==> src/rtl/netlist_text_tokenizer_assert.svh <==
// ----------------------------------------------------------------------------
// Netlist text tokenizer assertion macros
// Concurrent assertion wrappers; NO_ASSERTIONS compiles them away.
// ----------------------------------------------------------------------------
`ifndef NETLIST_TEXT_TOKENIZER_ASSERT_SVH
`define NETLIST_TEXT_TOKENIZER_ASSERT_SVH

`ifndef NO_ASSERTIONS
// prop holds at every clock outside reset
`define NTT_ASSERT(name, clk, rstn, prop) \
    name: assert property (@(posedge clk) disable iff (!rstn) (prop)) \
        else $error("netlist_text_tokenizer assertion failed");
// ante implies cons in the next cycle
`define NTT_ASSERT_NEXT(name, clk, rstn, ante, cons) \
    name: assert property (@(posedge clk) disable iff (!rstn) (ante) |=> (cons)) \
        else $error("netlist_text_tokenizer assertion failed");
`else
`define NTT_ASSERT(name, clk, rstn, prop)
`define NTT_ASSERT_NEXT(name, clk, rstn, ante, cons)
`endif

`endif

==> src/rtl/ntt_pkg.sv <==
// ----------------------------------------------------------------------------
// Netlist text tokenizer package
// Scanner states, token kinds, character codes and the result bundle type.
// ----------------------------------------------------------------------------
`default_nettype none

package ntt_pkg;

    typedef enum logic [2:0] {
        ST_IDLE  = 3'd0,
        ST_WORD  = 3'd1,
        ST_HASH  = 3'd2,
        ST_BLK   = 3'd3,
        ST_STAR  = 3'd4,
        ST_BSL   = 3'd5,
        ST_SLASH = 3'd6
    } state_t;

    typedef enum logic [2:0] {
        KIND_BYTE = 3'd0,
        KIND_END  = 3'd1,
        KIND_NL   = 3'd2,
        KIND_EQ   = 3'd3,
        KIND_EOF  = 3'd4
    } kind_t;

    localparam logic [7:0] CH_TAB   = 8'h09;
    localparam logic [7:0] CH_NL    = 8'h0A;
    localparam logic [7:0] CH_SPACE = 8'h20;
    localparam logic [7:0] CH_HASH  = 8'h23;
    localparam logic [7:0] CH_STAR  = 8'h2A;
    localparam logic [7:0] CH_DOT   = 8'h2E;
    localparam logic [7:0] CH_SLASH = 8'h2F;
    localparam logic [7:0] CH_EQ    = 8'h3D;
    localparam logic [7:0] CH_BSL   = 8'h5C;

    localparam int MAX_RES = 3;

    typedef struct packed {
        kind_t      kind;
        logic [7:0] word_byte;
        logic       dot_word;
    } result_t;

    // all tokens caused by one input byte, in order
    typedef struct packed {
        result_t [MAX_RES-1:0] res;
        logic    [1:0]         cnt;
    } bundle_t;

endpackage

`default_nettype wire

==> src/rtl/ntt_step.sv <==
// ----------------------------------------------------------------------------
// Netlist text tokenizer step logic
// Next scanner state and the token bundle for one input byte.
// ----------------------------------------------------------------------------
`default_nettype none

module ntt_step (
    input  wire ntt_pkg::state_t  state,
    input  wire logic             dot,
    input  wire logic [7:0]       char_in,
    input  wire logic             end_of_input,
    output ntt_pkg::state_t       state_next,
    output logic                  dot_next,
    output ntt_pkg::bundle_t      bundle
);

    function automatic ntt_pkg::result_t mk(ntt_pkg::kind_t k, logic [7:0] b, logic d);
        ntt_pkg::result_t r;
        r.kind      = k;
        r.word_byte = b;
        r.dot_word  = d;
        return r;
    endfunction

    logic ender;

    assign ender = end_of_input
                || char_in == ntt_pkg::CH_SPACE || char_in == ntt_pkg::CH_TAB
                || char_in == ntt_pkg::CH_NL    || char_in == ntt_pkg::CH_EQ
                || char_in == ntt_pkg::CH_HASH  || char_in == ntt_pkg::CH_BSL;

    always_comb begin
        logic [1:0] n;
        logic       do_idle;
        n          = 2'd0;
        do_idle    = 1'b0;
        state_next = state;
        dot_next   = dot;
        bundle     = '0;

        unique case (state)
            ntt_pkg::ST_WORD: begin
                if (ender) begin
                    bundle.res[n] = mk(ntt_pkg::KIND_END, 8'h00, dot);
                    n = n + 2'd1;
                    dot_next = 1'b0;
                    do_idle  = 1'b1;
                end else begin
                    bundle.res[n] = mk(ntt_pkg::KIND_BYTE, char_in, 1'b0);
                    n = n + 2'd1;
                end
            end
            ntt_pkg::ST_HASH: begin
                if (end_of_input) begin
                    bundle.res[n] = mk(ntt_pkg::KIND_EOF, 8'h00, 1'b0);
                    n = n + 2'd1;
                    state_next = ntt_pkg::ST_IDLE;
                end else if (char_in == ntt_pkg::CH_NL) begin
                    bundle.res[n] = mk(ntt_pkg::KIND_NL, 8'h00, 1'b0);
                    n = n + 2'd1;
                    state_next = ntt_pkg::ST_IDLE;
                end
            end
            ntt_pkg::ST_BLK: begin
                if (end_of_input) begin
                    bundle.res[n] = mk(ntt_pkg::KIND_EOF, 8'h00, 1'b0);
                    n = n + 2'd1;
                    state_next = ntt_pkg::ST_IDLE;
                end else if (char_in == ntt_pkg::CH_STAR) begin
                    state_next = ntt_pkg::ST_STAR;
                end
            end
            ntt_pkg::ST_STAR: begin
                if (end_of_input) begin
                    bundle.res[n] = mk(ntt_pkg::KIND_EOF, 8'h00, 1'b0);
                    n = n + 2'd1;
                    state_next = ntt_pkg::ST_IDLE;
                end else if (char_in == ntt_pkg::CH_SLASH) begin
                    state_next = ntt_pkg::ST_IDLE;
                end else if (char_in != ntt_pkg::CH_STAR) begin
                    state_next = ntt_pkg::ST_BLK;
                end
            end
            ntt_pkg::ST_BSL: begin
                if (end_of_input) begin
                    // empty word closed before end of file
                    bundle.res[n] = mk(ntt_pkg::KIND_END, 8'h00, dot);
                    n = n + 2'd1;
                    dot_next = 1'b0;
                    do_idle  = 1'b1;
                end else if (char_in == ntt_pkg::CH_NL) begin
                    state_next = ntt_pkg::ST_IDLE;
                end else begin
                    bundle.res[n] = mk(ntt_pkg::KIND_BYTE, char_in, 1'b0);
                    n = n + 2'd1;
                    state_next = ntt_pkg::ST_WORD;
                end
            end
            ntt_pkg::ST_SLASH: begin
                if (!end_of_input && char_in == ntt_pkg::CH_STAR) begin
                    state_next = ntt_pkg::ST_BLK;
                end else begin
                    // held-back slash becomes the first word byte
                    bundle.res[n] = mk(ntt_pkg::KIND_BYTE, ntt_pkg::CH_SLASH, 1'b0);
                    n = n + 2'd1;
                    state_next = ntt_pkg::ST_WORD;
                    if (ender) begin
                        bundle.res[n] = mk(ntt_pkg::KIND_END, 8'h00, dot);
                        n = n + 2'd1;
                        dot_next = 1'b0;
                        do_idle  = 1'b1;
                    end else begin
                        bundle.res[n] = mk(ntt_pkg::KIND_BYTE, char_in, 1'b0);
                        n = n + 2'd1;
                    end
                end
            end
            default: begin
                do_idle = 1'b1;
            end
        endcase

        if (do_idle) begin
            state_next = ntt_pkg::ST_IDLE;
            if (end_of_input) begin
                bundle.res[n] = mk(ntt_pkg::KIND_EOF, 8'h00, 1'b0);
                n = n + 2'd1;
            end else begin
                unique case (char_in)
                    ntt_pkg::CH_SPACE, ntt_pkg::CH_TAB: begin
                    end
                    ntt_pkg::CH_NL: begin
                        bundle.res[n] = mk(ntt_pkg::KIND_NL, 8'h00, 1'b0);
                        n = n + 2'd1;
                    end
                    ntt_pkg::CH_EQ: begin
                        bundle.res[n] = mk(ntt_pkg::KIND_EQ, 8'h00, 1'b0);
                        n = n + 2'd1;
                    end
                    ntt_pkg::CH_DOT: begin
                        dot_next   = 1'b1;
                        state_next = ntt_pkg::ST_WORD;
                    end
                    ntt_pkg::CH_HASH:  state_next = ntt_pkg::ST_HASH;
                    ntt_pkg::CH_SLASH: state_next = ntt_pkg::ST_SLASH;
                    ntt_pkg::CH_BSL:   state_next = ntt_pkg::ST_BSL;
                    default: begin
                        bundle.res[n] = mk(ntt_pkg::KIND_BYTE, char_in, 1'b0);
                        n = n + 2'd1;
                        state_next = ntt_pkg::ST_WORD;
                    end
                endcase
            end
        end

        bundle.cnt = n;
    end

endmodule

`default_nettype wire

==> src/rtl/netlist_text_tokenizer.sv <==
// A byte's first token is on m_* in the cycle after its transfer. Throughput:
// one byte per cycle while each byte yields at most one token and m_tready is
// high; a byte that yields k tokens (k up to 3) holds off the next byte until
// its last token leaves the single result buffer, which drains one token per
// cycle while m_tready is high. Reset: synchronous, active low; scanner goes
// idle, dot flag clears, buffer empties.
// ----------------------------------------------------------------------------
// Netlist text tokenizer
// Byte-stream lexer producing word-byte, word-end, newline, equals and EOF.
// ----------------------------------------------------------------------------
`default_nettype none

`include "netlist_text_tokenizer_assert.svh"

module netlist_text_tokenizer (
    input  wire logic       aclk,
    input  wire logic       aresetn,
    input  wire logic       s_tvalid,
    output logic            s_tready,
    input  wire logic [7:0] s_tdata,   // [7:0] char_in
    input  wire logic       s_tuser,   // [0] end_of_input
    output logic            m_tvalid,
    input  wire logic       m_tready,
    output logic [7:0]      m_tdata,   // [7:0] word_byte
    output logic [3:0]      m_tuser,   // [2:0] kind, [3] dot_word
    output logic            m_tlast
);

    ntt_pkg::state_t  state_reg, state_next;
    logic             dot_reg, dot_next;
    ntt_pkg::bundle_t step_bundle;
    ntt_pkg::bundle_t bnd_reg;
    logic [1:0]       idx_reg;
    logic             vld_reg;
    ntt_pkg::result_t cur;
    logic             s_xfer, m_xfer, drain_last;
    logic             bnd_load;

    ntt_step u_step (
        .state        (state_reg),
        .dot          (dot_reg),
        .char_in      (s_tdata),
        .end_of_input (s_tuser),
        .state_next   (state_next),
        .dot_next     (dot_next),
        .bundle       (step_bundle)
    );

    assign cur        = bnd_reg.res[idx_reg];
    assign m_tvalid   = vld_reg;
    assign m_tdata    = cur.word_byte;
    assign m_tuser    = {cur.dot_word, cur.kind};
    assign m_tlast    = (idx_reg == bnd_reg.cnt - 2'd1);
    assign m_xfer     = vld_reg && m_tready;
    assign drain_last = m_xfer && m_tlast;
    assign s_tready   = !vld_reg || drain_last;
    assign s_xfer     = s_tvalid && s_tready;
    assign bnd_load   = s_xfer && step_bundle.cnt != 2'd0;

    always_ff @(posedge aclk) begin
        if (!aresetn) begin
            state_reg <= ntt_pkg::ST_IDLE;
            dot_reg   <= 1'b0;
            vld_reg   <= 1'b0;
            idx_reg   <= 2'd0;
        end else begin
            if (s_xfer) begin
                state_reg <= state_next;
                dot_reg   <= dot_next;
            end
            if (bnd_load) begin
                vld_reg <= 1'b1;
                idx_reg <= 2'd0;
            end else if (drain_last) begin
                vld_reg <= 1'b0;
            end else if (m_xfer) begin
                idx_reg <= idx_reg + 2'd1;
            end
        end
    end

    always_ff @(posedge aclk) begin
        if (bnd_load) begin
            bnd_reg <= step_bundle;
        end
    end

    `NTT_ASSERT(a_idx_in_range, aclk, aresetn, !vld_reg || (idx_reg < bnd_reg.cnt))
    `NTT_ASSERT(a_ready_when_empty, aclk, aresetn, vld_reg || s_tready)
    `NTT_ASSERT_NEXT(a_load_starts, aclk, aresetn, bnd_load, vld_reg && idx_reg == 2'd0)

endmodule

`default_nettype wire
==> config.mk <==
export PLATFORM = sky130hd
export DESIGN_NAME = netlist_text_tokenizer
export DESIGN_NICKNAME = d
export VERILOG_FILES = /design/src/rtl/ntt_pkg.sv /design/src/rtl/ntt_step.sv /design/src/rtl/netlist_text_tokenizer.sv
export VERILOG_INCLUDE_DIRS = /design/src /design/src/rtl
export SDC_FILE = /design/constraint.sdc
export NUM_CORES = 1
export LEC_CHECK = 0
export BUFFER_PORTS_ARGS = -buffer_cell sky130_fd_sc_hd__buf_2
export CELL_PAD_IN_SITES_DETAIL_PLACEMENT = 1
export CELL_PAD_IN_SITES_GLOBAL_PLACEMENT = 2
export CORE_AREA = 2 2 111 86
export DETAILED_ROUTE_END_ITERATION = 10
export DIE_AREA = 0 0 113 88
export PLACE_DENSITY_LB_ADDON = 0.1
export SETUP_SLACK_MARGIN = 0.3
export SYNTH_ARGS = -nofsm -noshare
export SYNTH_HDL_FRONTEND = slang
export SYNTH_SLANG_ARGS = --single-unit
==> constraint.sdc <==
create_clock -name aclk -period 5.7 [get_ports aclk]
set_clock_uncertainty 0.05 [all_clocks]
set_input_delay 1.14 -clock aclk [delete_from_list [all_inputs] [get_ports aclk]]
set_output_delay 1.14 -clock aclk [all_outputs]
set_load 0.02 [all_outputs]
Word-level counts from Yosys, hierarchy flattened:

Index checks and enable logic that the tools add are counted.

* register bits after elaboration: 45
* bits in latches: 0
* memory bits (writable): 0
* memory bits (read-only): 0
* input bits: 13
* output and inout port bits: 15
* word-level logic and storage cells: 131
* memories: 0

* $add $sub $neg: 3
* multiply operators: 0
* divide/modulo/power cells: 0
* magnitude comparators: 3
* equality and inequality tests: 21
* shifts and indexed selects: 0
* multiplexer cells: 54
* bitwise logic cells: 11
* reduce and logical (&&, ||, !) cells: 25

Operators with widths (number)
* $pmux W36 S3: 1
* $mux W12: 6
* $and A22 B33 Y33: 2
* $not A33 Y33: 2
* $pmux W12 S5: 1
* $eq A8 B6 Y1 const B: 6
* $mux W24: 2
* $bwmux W36: 1
* $mux W36: 1
* $and A20 B30 Y30: 1
* $mux W3: 10
* $not A30 Y30: 1
* $bmux W12 S2: 1
* $demux W12 S2: 1
* $eq A8 B4 Y1 const B: 2
* $mux W1: 15
* $pmux W3 S5: 1
* $mux W2: 7
* $pmux W3 S4: 1
* $mux W11: 1
* $mux W10: 1
* $pmux W2 S5: 1
* $eq A3 B3 Y1 const B: 3
* $mux W9: 1
* other kinds (28): 48

Logic depth before layout (Yosys ltp):

Gate-level depths: netlist of the first run.

* word-level depth: 14
* gate-level depth with buffers: 12
* mapped depth without buffers: 12

Modules after synthesis:

From an unflattened synthesis of the first run, not the netlist that was laid out.

* cells, all modules: 292
* area, all modules: 2832.7 sq um

Modules (own cells, without submodules)
* netlist_text_tokenizer: times used 1, cells each 121, area each 1755.4 sq um, sequential area each 1281.2 sq um
* ntt_step: times used 1, cells each 171, area each 1077.3 sq um, sequential area each 0.0 sq um

Worst setup path after synthesis of the first run:

OpenSTA, ideal clock, no wires.

* path type: input to register
* start: in s_tdata[1]
* end: reg bnd_reg[0] (netlist name), enable pin
* setup time: 0.396 ns
* arrival: 4.199 ns
* data required time: 5.254 ns
* slack: 1.055 ns
* stages: 11
* buffers on the path: 1
* cells stage by stage: buf_2 -> nor2b_1 -> nand4_1 -> ha_1 -> a21bo_2 -> a21oi_1 -> a21oi_1 -> ha_1 -> nor2_1 -> a2111oi_4 -> or2_1

* cells in the longest elaborated chain, start to end: 13
* elaborated cells between the ends (all ways): 32
* classes of those cells: add/sub (1); eq/ne (9); mux (12); reduce/logical (10)

RTL lines
* start, declared: RTL line netlist_text_tokenizer.sv:20 `input wire logic [7:0] s_tdata,`
* branches (longest 10 deep; another with $add A2 B1 Y2)
* $mux W2 (*): RTL line ntt_step.sv:123 `if (do_idle) begin`
* $reduce_bool A2 Y1 (*): RTL line netlist_text_tokenizer.sv:58 `assign bnd_load = s_xfer && step_bundle.cnt != 2'd0;`
* $logic_and A1 B1 Y1 (*): RTL line netlist_text_tokenizer.sv:58
* via bnd_load: RTL line netlist_text_tokenizer.sv:37 `logic bnd_load;`
* end signal, assigned: RTL line netlist_text_tokenizer.sv:84 `bnd_reg <= step_bundle;`
* end, declared: RTL line netlist_text_tokenizer.sv:32 `ntt_pkg::bundle_t bnd_reg;`

Mark *: on every way through the listed nets, which the timed path passes.
A chain may end at the register's enable or synchronous reset.

Worst setup path in the final report of the first run:

* start: in s_tdata[6]
* end: reg bnd_reg[18] (netlist name), enable pin

The elaborated chain is that of the path after synthesis.

==> run metrics, run 1 <==
floorplan die area=0.00994 sq mm; count of final max-slew check failures=0; synthesized instance count=313; unrepaired setup endpoints after global routing=no; number of storage elements in the synthesis netlist=44; TritonCTS clock tree=done; worst hold slack after final layout=455 ps; commonest cells after routing, fill and taps aside=37 x sky130_fd_sc_hd__edfxtp_1, 31 x sky130_fd_sc_hd__nand2_1, 27 x sky130_fd_sc_hd__buf_2; class of the most critical hold timing path=flop to flop; initial antenna violation count=0; net count after synthesis=330; global route total overflow=0; Mapped Avg Cell Area=9.62 sq um; maximum capacitance violations=0; Inserted Clock Buffers=5; deepest level of the CTS H-tree=2; warning count from the yosys run=0; number of nets still failing antenna checks after routing=0; vias in the first global route=2454; critical-path cell with the highest stage delay=sky130_fd_sc_hd__nor2_1; leading cell type in the layout, fill and taps excluded=sky130_fd_sc_hd__edfxtp_1; final worst slack=1310 ps; max FFs per register=37; ratio of total power to cell area=289 mW/mm^2; Final period util=0.770; maximum clock insertion buffer count=2; series of cell instances along the critical path=buf_2 -> nor2_1 -> nand4_1 -> ha_1 -> a21bo_2 -> a21oi_1 -> a21oi_1 -> ha_1 -> nor2_1 -> a2111oi_4 -> or2_1 -> buf_4; leakage dissipation=1.20 nW; floorplan row count=30; vias per cell=5.61; distinct cell type count of the synthesized netlist=72; vias post-DR=2476; root buffer cell=sky130_fd_sc_hd__clkbuf_16; category of the worst setup path capture point=flop; required time at the endpoint of the critical path=5580 ps; Post-Route Utilization=0.381; Port Buf Inserts=27; routed length per instance=19.6 um; chip width=113 um; largest net degree at the start of global routing=38; final wirelength=8650 um; most common flop cell mapped by yosys=sky130_fd_sc_hd__edfxtp_1; number of filler cells placed in the layout=1028; Hold Buf Count CTS=0; Floorplan Core Area=0.00886 sq mm; drt drc=2; total count of hold-check failures in the final report=0; part of the Yosys area used for sequential elements=0.415; endpoint arrival time on the critical path=4270 ps; I/O pin total=28; # setup viols final=0; final period demand of the worst path=4390 ps; Clock Sinks=44; clock-pin slew on the worst setup and hold paths=70 ps; proportion of register bits with asynchronous set or reset after synthesis=0; outcome=complete, but fails checks; synthesized cell area=0.00301 sq mm; Max Clock Freq=0.228 GHz; total routing resource utilization after global routing=0.179; Post-synth EDFFs=37; maximum fanout encountered on the critical timing path=37; source-to-sink clock delay at the later pin of the worst-skew pair=290 ps; crit-path max cell delay=420 ps; violated checks=DRC; total power after layout=0.976 mW; type of the worst setup path=input pin to flop; post-CTS sizing=0; final weighted congestion in routability-driven placement=0.799; buffers inserted by post-CTS timing repair=0; kind of start point of the critical path=input pin; synthesis-to-finish area growth=12.1%; VDD IR max=0.000103 V; start point of the critical path=s_tdata[6]; Least-Margin Pin Slew=875 ps; Net count, final=345; Chip Height=88 um; depth of the most critical reg-to-reg path=12; worst slack after detailed placement=1010 ps; number of detailed-route iterations in the first pass=7; end of the critical path=bnd_reg[18]; capturing point of the worst reg2reg path=bnd_reg[18]; max_slew headroom=0.415; setup slack of the most critical reg-to-reg path=1860 ps; Sum Neg Setup Slack=0 ps; DRC violation total after the first TritonRoute iteration=131; reg-to-reg startpoint=state_reg[0]; HPWL after detailed placement=6540 um; starting density of the core=0.340; global-route wire length before repair=13800 um; fraction of final layout cells with drive strength greater than 1=0.170; number of diodes=0
==> worst max-delay path: cells and delay by family <==
family / cells / cell delay [ps]
buffers and inverters: 2 / 540
AO/OA/AOI/OAI: 4 / 940
adder cells (fa/ha/maj): 2 / 720
AND/OR/NAND/NOR: 4 / 920
==> cells by family after synthesis <==
logic type | share of synthesized area
mux | 0.0503
simple gates | 0.245
xor+xnor | 0.0116
compound gates | 0.209
flops | 0.415
buf+inv | 0.0519
fa+ha+maj | 0.0166
==> per-layer routing <==
| layer | GRT usage | routed length (um) | share of wire |
|---|---|---|---|
| met1 | 0.282 | 4680 | 0.54 |
| met2 | 0.265 | 3590 | 0.41 |
| met3 | 0.0187 | 319 | 0.037 |
| met4 | 0.0333 | 59 | 0.0068 |
| met5 | 0 | 0 | 0 |
==> cell type report <==
| type | instances | area, sq um | area share |
|---|---|---|---|
| Multi-Input combinational cell | 232 | 1600 | 0.475 |
| Sequential cell | 44 | 1250 | 0.371 |
| Timing Repair Buffer | 29 | 150 | 0.0445 |
| Inverter | 16 | 60.1 | 0.0178 |
| Clock inverter | 3 | 46.3 | 0.0137 |
| Tap cell | 112 | 140 | 0.0415 |
| Clock buffer | 5 | 125 | 0.0371 |
==> where the power goes <==
group,switching (mW),total (mW),internal [mW]
sequential,0.0168,0.414,0.398
clock,0.134,0.343,0.209
combinational,0.151,0.219,0.0687
==> cell usage after synthesis, types with 4 or more instances <==
| cell type | number | area, sq um |
|---|---|---|
| sky130_fd_sc_hd__a21oi_1 | 10 | 50.1 |
| sky130_fd_sc_hd__and2_1 | 6 | 37.5 |
| sky130_fd_sc_hd__and3_1 | 10 | 62.6 |
| sky130_fd_sc_hd__clkbuf_1 | 16 | 60.1 |
| sky130_fd_sc_hd__dfxtp_1 | 7 | 140 |
| sky130_fd_sc_hd__edfxtp_1 | 37 | 1110 |
| sky130_fd_sc_hd__ha_1 | 4 | 50.1 |
| sky130_fd_sc_hd__inv_1 | 13 | 48.8 |
| sky130_fd_sc_hd__mux2i_1 | 14 | 140 |
| sky130_fd_sc_hd__nand2_1 | 31 | 116 |
| sky130_fd_sc_hd__nand3_1 | 12 | 60.1 |
| sky130_fd_sc_hd__nand4_1 | 4 | 25.0 |
| sky130_fd_sc_hd__nor2_1 | 19 | 71.3 |
| sky130_fd_sc_hd__nor2b_1 | 14 | 87.6 |
| sky130_fd_sc_hd__nor3_1 | 6 | 30.0 |
| sky130_fd_sc_hd__nor4_1 | 5 | 31.3 |
| sky130_fd_sc_hd__o21ai_0 | 14 | 70.1 |
| sky130_fd_sc_hd__o22ai_1 | 6 | 37.5 |
| sky130_fd_sc_hd__o31ai_1 | 4 | 30.0 |
==> stage by stage <==
stage                     std cells  instance area, sq um
after floorplan                 313                  3010
after global placement          433                  3210
after detailed placement        433                  3210
after CTS                       441                  3380
after global routing            441                  3380
final                           441                  3380
==> worst min path at each step <==
stage,startpoint,end,slack [ps],depth (start not counted)
after floorplan,dot_reg,dot_reg,410,2
after global placement,dot_reg,dot_reg,430,2
after detailed placement,dot_reg,dot_reg,440,2
after CTS,dot_reg,dot_reg,450,2
after global routing,dot_reg,dot_reg,490,2
final,dot_reg,dot_reg,450,2
(Power assumes the default switching activity.)
==> run 2: changes to the inputs <==
- ABC_AREA: unset -> 1
- CORE_AREA: 2 2 111 86 -> 2 2 109 85
- DIE_AREA: 0 0 113 88 -> 0 0 111 87
- clock period: 5.7 -> 4.5 ns (I/O delays scaled with it)
==> run metrics, run 2 <==
Port Buf Inserts=27 (unchanged); number of storage elements in the synthesis netlist=44 (unchanged); total count of hold-check failures in the final report=0 (unchanged); largest net degree at the start of global routing=38 (unchanged); critical-path cell with the highest stage delay=sky130_fd_sc_hd__buf_4; cell accounting for the most synthesized area=sky130_fd_sc_hd__edfxtp_1; total buffers and inverters traversed by the critical path=5 (+3); ratio of total power to cell area=626 mW/mm^2 (+120%); initial antenna violation count=0 (unchanged); total power after layout=2.10 mW (+120%); Clock Sinks=44 (unchanged); total routing resource utilization after global routing=0.186 (+0.00736); maximum capacitance violations=0 (unchanged); final period demand of the worst path=3680 ps; routed length per instance=16.6 um (-15%); number of nets still failing antenna checks after routing=0 (unchanged); count of final max-slew check failures=0 (unchanged); vias post-DR=2591 (+4.6%); # setup viols final=0 (unchanged); floorplan row count=30 (unchanged); Inserted Clock Buffers=5 (unchanged); Post-synth EDFFs=37 (unchanged); outcome=finished, final reports clean; fraction of final layout cells with drive strength greater than 1=0.172 (+0.00212); vias per cell=4.94 (-12%); final wirelength=8700 um (+0.59%); number of diodes=0 (unchanged); routing usage on met3=0.0237 (+0.00498); Internal Dissipation=1.20 mW (+78%); floorplan die area=0.00966 sq mm (-2.9%); clock-pin slew on the worst setup and hold paths=70 ps (about the same); HPWL after detailed placement=6820 um (+4.2%); most frequent cell on the critical path=sky130_fd_sc_hd__nand2_1; Floorplan Core Area=0.00867 sq mm (-2.1%); root buffer cell=sky130_fd_sc_hd__clkbuf_16; vias in the first global route=2519 (+2.6%); Final period util=0.819; Net count, final=428 (+24%); unrepaired setup endpoints after global routing=no; drt drc=0 (-2); max FFs per register=37 (unchanged); starting density of the core=0.340 (about the same); Hold Buf Count CTS=0 (unchanged); most common flop cell mapped by yosys=sky130_fd_sc_hd__edfxtp_1; area share of the largest cell type after synthesis=0.377 (+0.00815); DRC violation total after the first TritonRoute iteration=175 (+34%); Sequential Power Share=0.352 (-0.072); proportion of register bits with asynchronous set or reset after synthesis=0 (unchanged); combinational share of power=0.450 (+0.225); most common library cells after synthesis=82 x sky130_fd_sc_hd__nand2_1, 74 x sky130_fd_sc_hd__nor2_1, 38 x sky130_fd_sc_hd__inv_1; post-CTS sizing=0 (unchanged); net count after synthesis=402 (+22%); buffers inserted by post-CTS timing repair=0 (unchanged); synthesized cell area=0.00295 sq mm (-2.2%); Sum Neg Setup Slack=0 ps (unchanged); Sw Share=0.426 (+0.118); Max Clock Freq=0.271 GHz; leakage dissipation=1.47 nW (+23%); source-to-sink clock delay at the later pin of the worst-skew pair=290 ps (about the same); switching power summed over all nets=0.895 mW (+200%); series of cell instances along the critical path=buf_2 -> nor2_1 -> nand2_1 -> inv_1 -> nand2_4 -> ha_1 -> nand2_1 -> nand2_1 -> nand3_1 -> inv_1 -> ha_1 -> nand3_1 -> nand2_1 -> nand2_1 -> nand2_1 -> a21oi_4 -> nand2_1 -> nand2_2 -> inv_1 -> buf_4; crit-path max cell delay=390 ps (-30 ps); max_slew headroom=0.612 (+0.197); synthesized instance count=385 (+23%); clock network fraction of total power=0.197 (-0.154); grt peak-use layer=met1; cells taking the most area after synthesis=sky130_fd_sc_hd__edfxtp_1 38%, sky130_fd_sc_hd__nand2_1 10%, sky130_fd_sc_hd__nor2_1 9.4%; synthesis-to-finish area growth=13.9%; endpoint arrival time on the critical path=3570 ps (-700 ps); commonest cells after routing, fill and taps aside=82 x sky130_fd_sc_hd__nand2_1, 74 x sky130_fd_sc_hd__nor2_1, 38 x sky130_fd_sc_hd__inv_1; part of the Yosys area used for sequential elements=0.425 (+0.00917); Mapped Avg Cell Area=7.65 sq um (-20%); Least-Margin Pin Slew=581 ps (-294 ps); chip width=111 um (-1.8%); maximum clock insertion buffer count=2 (unchanged); VDD IR max=0.000208 V (+100%); category of the worst setup path capture point=flop; Chip Height=87 um (-1.1%); leading cell type by number of instances after synthesis=sky130_fd_sc_hd__nand2_1; final weighted congestion in routability-driven placement=0.820 (+2.7%); class of the most critical hold timing path=flop to flop; global route total overflow=0 (unchanged); worst hold slack after final layout=529 ps (+73.9 ps); TritonCTS clock tree=done; required time at the endpoint of the critical path=4380 ps (-1200 ps); met2 usage=0.272 (+0.00705); number of detailed-route iterations in the first pass=4 (-3); leading cell type in the layout, fill and taps excluded=sky130_fd_sc_hd__nand2_1; global-route wire length before repair=13900 um (+0.55%); cell family contributing the most delay on the critical path=simple AND/OR/NAND/NOR gates; warning count from the yosys run=0 (unchanged); maximum fanout encountered on the critical timing path=37 (unchanged); kind of start point of the critical path=input pin; deepest level of the CTS H-tree=2 (unchanged); distinct cell type count of the synthesized netlist=37 (-49%); I/O pin total=28 (unchanged); type of the worst setup path=input pin to flop; GR Util met1=0.290 (+0.00805)
-- run 2: cell count changes in the layout (fill, tap and decap cells not counted), moves of 14 or more --
cell,delta
sky130_fd_sc_hd__inv_1,+25
sky130_fd_sc_hd__nand3_1,+18
sky130_fd_sc_hd__nand2_1,+51
sky130_fd_sc_hd__o21ai_0,+15
sky130_fd_sc_hd__nor2b_1,-14
sky130_fd_sc_hd__mux2i_1,-14
sky130_fd_sc_hd__nor2_1,+55
-- run 2: worst paths after layout --
path,endpoint,startpoint,slack (ps),cells past startpoint
setup reg to reg,bnd_reg[30],state_reg[1],1310,18
hold reg to reg,dot_reg,dot_reg,530,2
setup / recovery,bnd_reg[30],s_tdata[6],820,20
hold / removal,dot_reg,dot_reg,530,2
-- run 2: final cells by class --
class / instances / area (sq um)
fillers: 1091 / 5320
inverters: 46 / 185
multi-input cells: 285 / 1460
flip-flops and latches: 44 / 1250
well taps: 112 / 140
repair buffers: 29 / 150
clock buffers: 5 / 125
clock inverters: 3 / 42.5
-- run 2: kinds of logic (layout without fill, tap and decap cells) --
| kind of cell | count (synthesis) | count (layout) | synth area share |
|---|---|---|---|
| buffers and inverters | 56 | 83 | 0.0794 |
| AND/OR/NAND/NOR | 217 | 217 | 0.340 |
| flip-flops | 44 | 44 | 0.425 |
| adder cells (fa/ha/maj) | 4 | 4 | 0.0170 |
| AO/OA/AOI/OAI | 62 | 62 | 0.133 |
| XOR/XNOR | 2 | 2 | 0.00595 |
-- run 2: routing by layer --
metal,up-vias,routed length (um)
met5,-,0
met4,0,92
met3,6,255
met2,36,3560
met1,1226,4790
li1,1323,-
-- run 2: through the flow --
step	instances	area, sq um	util	setup WS [ps]
floorplan	385	2950	-	679
global placement	516	3190	0.368	662
detailed placement	516	3190	0.368	534
CTS	524	3360	0.387	815
global route	524	3360	0.387	551
finish	524	3360	0.387	816
-- run 2: power by group through the flow --
stage | Clock (mW) | Combinational, mW | Sequential (mW)
global placement | 0 | 0.930 | 0.747
global route | 0.436 | 1.05 | 0.756
CTS | 0.421 | 0.948 | 0.743
floorplan | 0 | 0.671 | 0.734
finish | 0.414 | 0.946 | 0.740
detailed placement | 0 | 0.946 | 0.751
-- run 2: worst reg2reg max path, delay by kind of cell (launching register included) --
| kind | cells | cell delay, ps |
|---|---|---|
| adders and majority gates | 2 | 620 |
| AOI/OAI and AO/OA | 1 | 70 |
| buffers and inverters | 4 | 660 |
| DFF | 1 | 420 |
| and+or+nand+nor | 11 | 1000 |
==> run 3: changes to the inputs <==
- CORE_AREA: 2 2 109 85 -> 2 2 116 90
- DIE_AREA: 0 0 111 87 -> 0 0 118 92
- clock period: 4.5 -> 3.1 ns (I/O delays scaled with it)
==> run metrics, run 3 (synthesized netlist as in run 2, its figures left out) <==
unrepaired setup endpoints after global routing=yes; type of the worst setup path=input pin to flop; count of final max-slew check failures=0 (unchanged); drt drc=0 (unchanged); # setup viols final=0 (unchanged); leading cell type in the layout, fill and taps excluded=sky130_fd_sc_hd__nand2_1; fraction of final layout cells with drive strength greater than 1=0.264 (+0.0918); Top Layer Used=met4; Final period util=0.892; largest net degree at the start of global routing=26 (-32%); maximum fanout encountered on the critical timing path=6 (-84%); floorplan die area=0.0109 sq mm (+12%); Inserted Clock Buffers=5 (unchanged); routed length per instance=15.6 um (-5.7%); total routing resource utilization after global routing=0.175 (-0.0109); ratio of total power to cell area=873 mW/mm^2 (+40%); synthesis-to-finish area growth=28.8%; deepest level of the CTS H-tree=2 (unchanged); Hold Buf Count CTS=0 (unchanged); start point of the critical path=s_tdata[6]; initial antenna violation count=0 (unchanged); routed length on met1=4790 um (-0.15%); number of nets still failing antenna checks after routing=0 (unchanged); chip width=118 um (+6.3%); clock-pin slew on the worst setup and hold paths=60 ps (about the same); Sum Neg Setup Slack=0 ps (unchanged); Clock Sinks=44 (unchanged); global route total overflow=0 (unchanged); register area=0.00125 sq mm (unchanged); max FFs per register=37 (unchanged); Net count, final=459 (+7.2%); HPWL after detailed placement=7360 um (+7.9%); number of filler cells placed in the layout=1251 (+15%); reg-to-reg startpoint=state_reg[1]; Chip Height=92 um (+5.7%); class of the most critical hold timing path=flop to flop; Met2 Wirelength=3940 um (+11%); final wirelength=9060 um (+4.1%); Post-Route Utilization=0.384 (-0.00328); I/O pin total=28 (unchanged); DRC violation total after the first TritonRoute iteration=130 (-26%); max_slew headroom=0.678 (+0.0658); final weighted congestion in routability-driven placement=0.795 (-3.0%); number of detailed-route iterations in the first pass=4 (unchanged); outcome=finished, final reports clean; leakage dissipation=1.66 nW (+13%); maximum capacitance violations=0 (unchanged); vias post-DR=2684 (+3.6%); commonest cells after routing, fill and taps aside=77 x sky130_fd_sc_hd__nand2_1, 71 x sky130_fd_sc_hd__nor2_1, 37 x sky130_fd_sc_hd__edfxtp_1; vias per cell=4.64 (-6.3%); starting density of the core=0.298 (-0.0419); VDD IR max=0.000247 V (+19%); source-to-sink clock delay at the later pin of the worst-skew pair=280 ps (about the same); number of diodes=0 (unchanged); vias in the first global route=2719 (+7.9%); Port Buf Inserts=27 (unchanged); floorplan row count=32 (+6.7%); Least-Margin Pin Slew=483 ps (-98.1 ps); category of the worst setup path capture point=flop; Hold Startpoint=dot_reg; root buffer cell=sky130_fd_sc_hd__clkbuf_16; kind of start point of the critical path=input pin; required time at the endpoint of the critical path=3100 ps (-1280 ps); Floorplan Core Area=0.00989 sq mm (+14%); maximum clock insertion buffer count=2 (unchanged); endpoint arrival time on the critical path=2770 ps (-800 ps); total count of hold-check failures in the final report=0 (unchanged); global-route wire length before repair=14800 um (+6.2%); sum of met3 wire segment lengths after detailed routing=252 um (-1.2%); Max Clock Freq=0.362 GHz; final period demand of the worst path=2770 ps; Multi-input gate area=0.00154 sq mm (+5.1%); TritonCTS clock tree=done
-- run 3: cell count changes in the layout (fill, tap and decap cells not counted), moves of 3 or more --
| cell | previous run | this run |
|---|---|---|
| sky130_fd_sc_hd__nand2_1 | 82 | 77 |
| sky130_fd_sc_hd__inv_1 | 38 | 34 |
| sky130_fd_sc_hd__buf_4 | 2 | 32 |
| sky130_fd_sc_hd__nand2_2 | 11 | 14 |
| sky130_fd_sc_hd__nor2_1 | 74 | 71 |
| sky130_fd_sc_hd__buf_6 | 0 | 4 |
| sky130_fd_sc_hd__buf_2 | 27 | 20 |
-- run 3: worst paths after layout --
| check | end | slack (ps) | cells past startpoint |
|---|---|---|---|
| worst max-delay path | bnd_reg[27] | 330 | 20 |
| worst min-delay path | dot_reg | 500 | 2 |
| worst max register to register | bnd_reg[27] | 400 | 18 |
| worst min register to register | dot_reg | 500 | 2 |
-- run 3: per-stage QoR --
step                hold slack, ps  total power, mW  instance area [sq um]  std cells  worst slack, ps
floorplan                      427             2.08                   3030        385            -81.6
global placement               494             2.64                   3490        562             59.6
detailed placement             502             2.66                   3490        562             50.0
CTS                            515             3.26                   3650        570              344
global route                   569             3.54                   3790        579              213
finish                         504             3.31                   3790        579              334
-- run 3: timing repair --
item / 4_1_cts / 5_1_grt
gates resized for setup: 0 / 23
endpoints found under the setup margin: 0 / 37
setup buffers: 0 / 7
-- run 3: metal layers --
metal  global-route usage  vias to the layer above
met3               0.0187                        6
met1                0.265                     1255
met4               0.0422                        0
met5                    0                        -
li1                     -                     1384
met2                0.266                       39
-- run 3: final cells by class --
class,instances,area share
Clock inverter,3,0.0112
Multi-Input combinational cell,285,0.405
Inverter,46,0.0537
Clock buffer,5,0.0330
Tap cell,136,0.0448
Sequential cell,44,0.330
Timing Repair Buffer,60,0.123
-- run 3: power by group --
part / internal, mW / leakage [nW] / switching (mW)
registers: 0.984 / 0.417 / 0.0885
clock network: 0.378 / 0.0814 / 0.212
logic: 0.600 / 1.16 / 1.05
-- run 3: critical path: stages --
cell and delay, ps:
sky130_fd_sc_hd__buf_8 100, sky130_fd_sc_hd__nor2_4 120, sky130_fd_sc_hd__nand2_2 90, sky130_fd_sc_hd__inv_2 80, sky130_fd_sc_hd__nand2_4 60, sky130_fd_sc_hd__ha_4 260
sky130_fd_sc_hd__nand2_2 50, sky130_fd_sc_hd__nand2_2 60, sky130_fd_sc_hd__nand3_2 70, sky130_fd_sc_hd__inv_2 90, sky130_fd_sc_hd__ha_4 200, sky130_fd_sc_hd__nand3_2 60
sky130_fd_sc_hd__nand2_1 50, sky130_fd_sc_hd__nand2_1 70, sky130_fd_sc_hd__nand2_2 70, sky130_fd_sc_hd__a21oi_4 140, sky130_fd_sc_hd__nand2_1 70, sky130_fd_sc_hd__nand2_2 90
sky130_fd_sc_hd__clkinvlp_4 200, sky130_fd_sc_hd__clkbuf_16 220
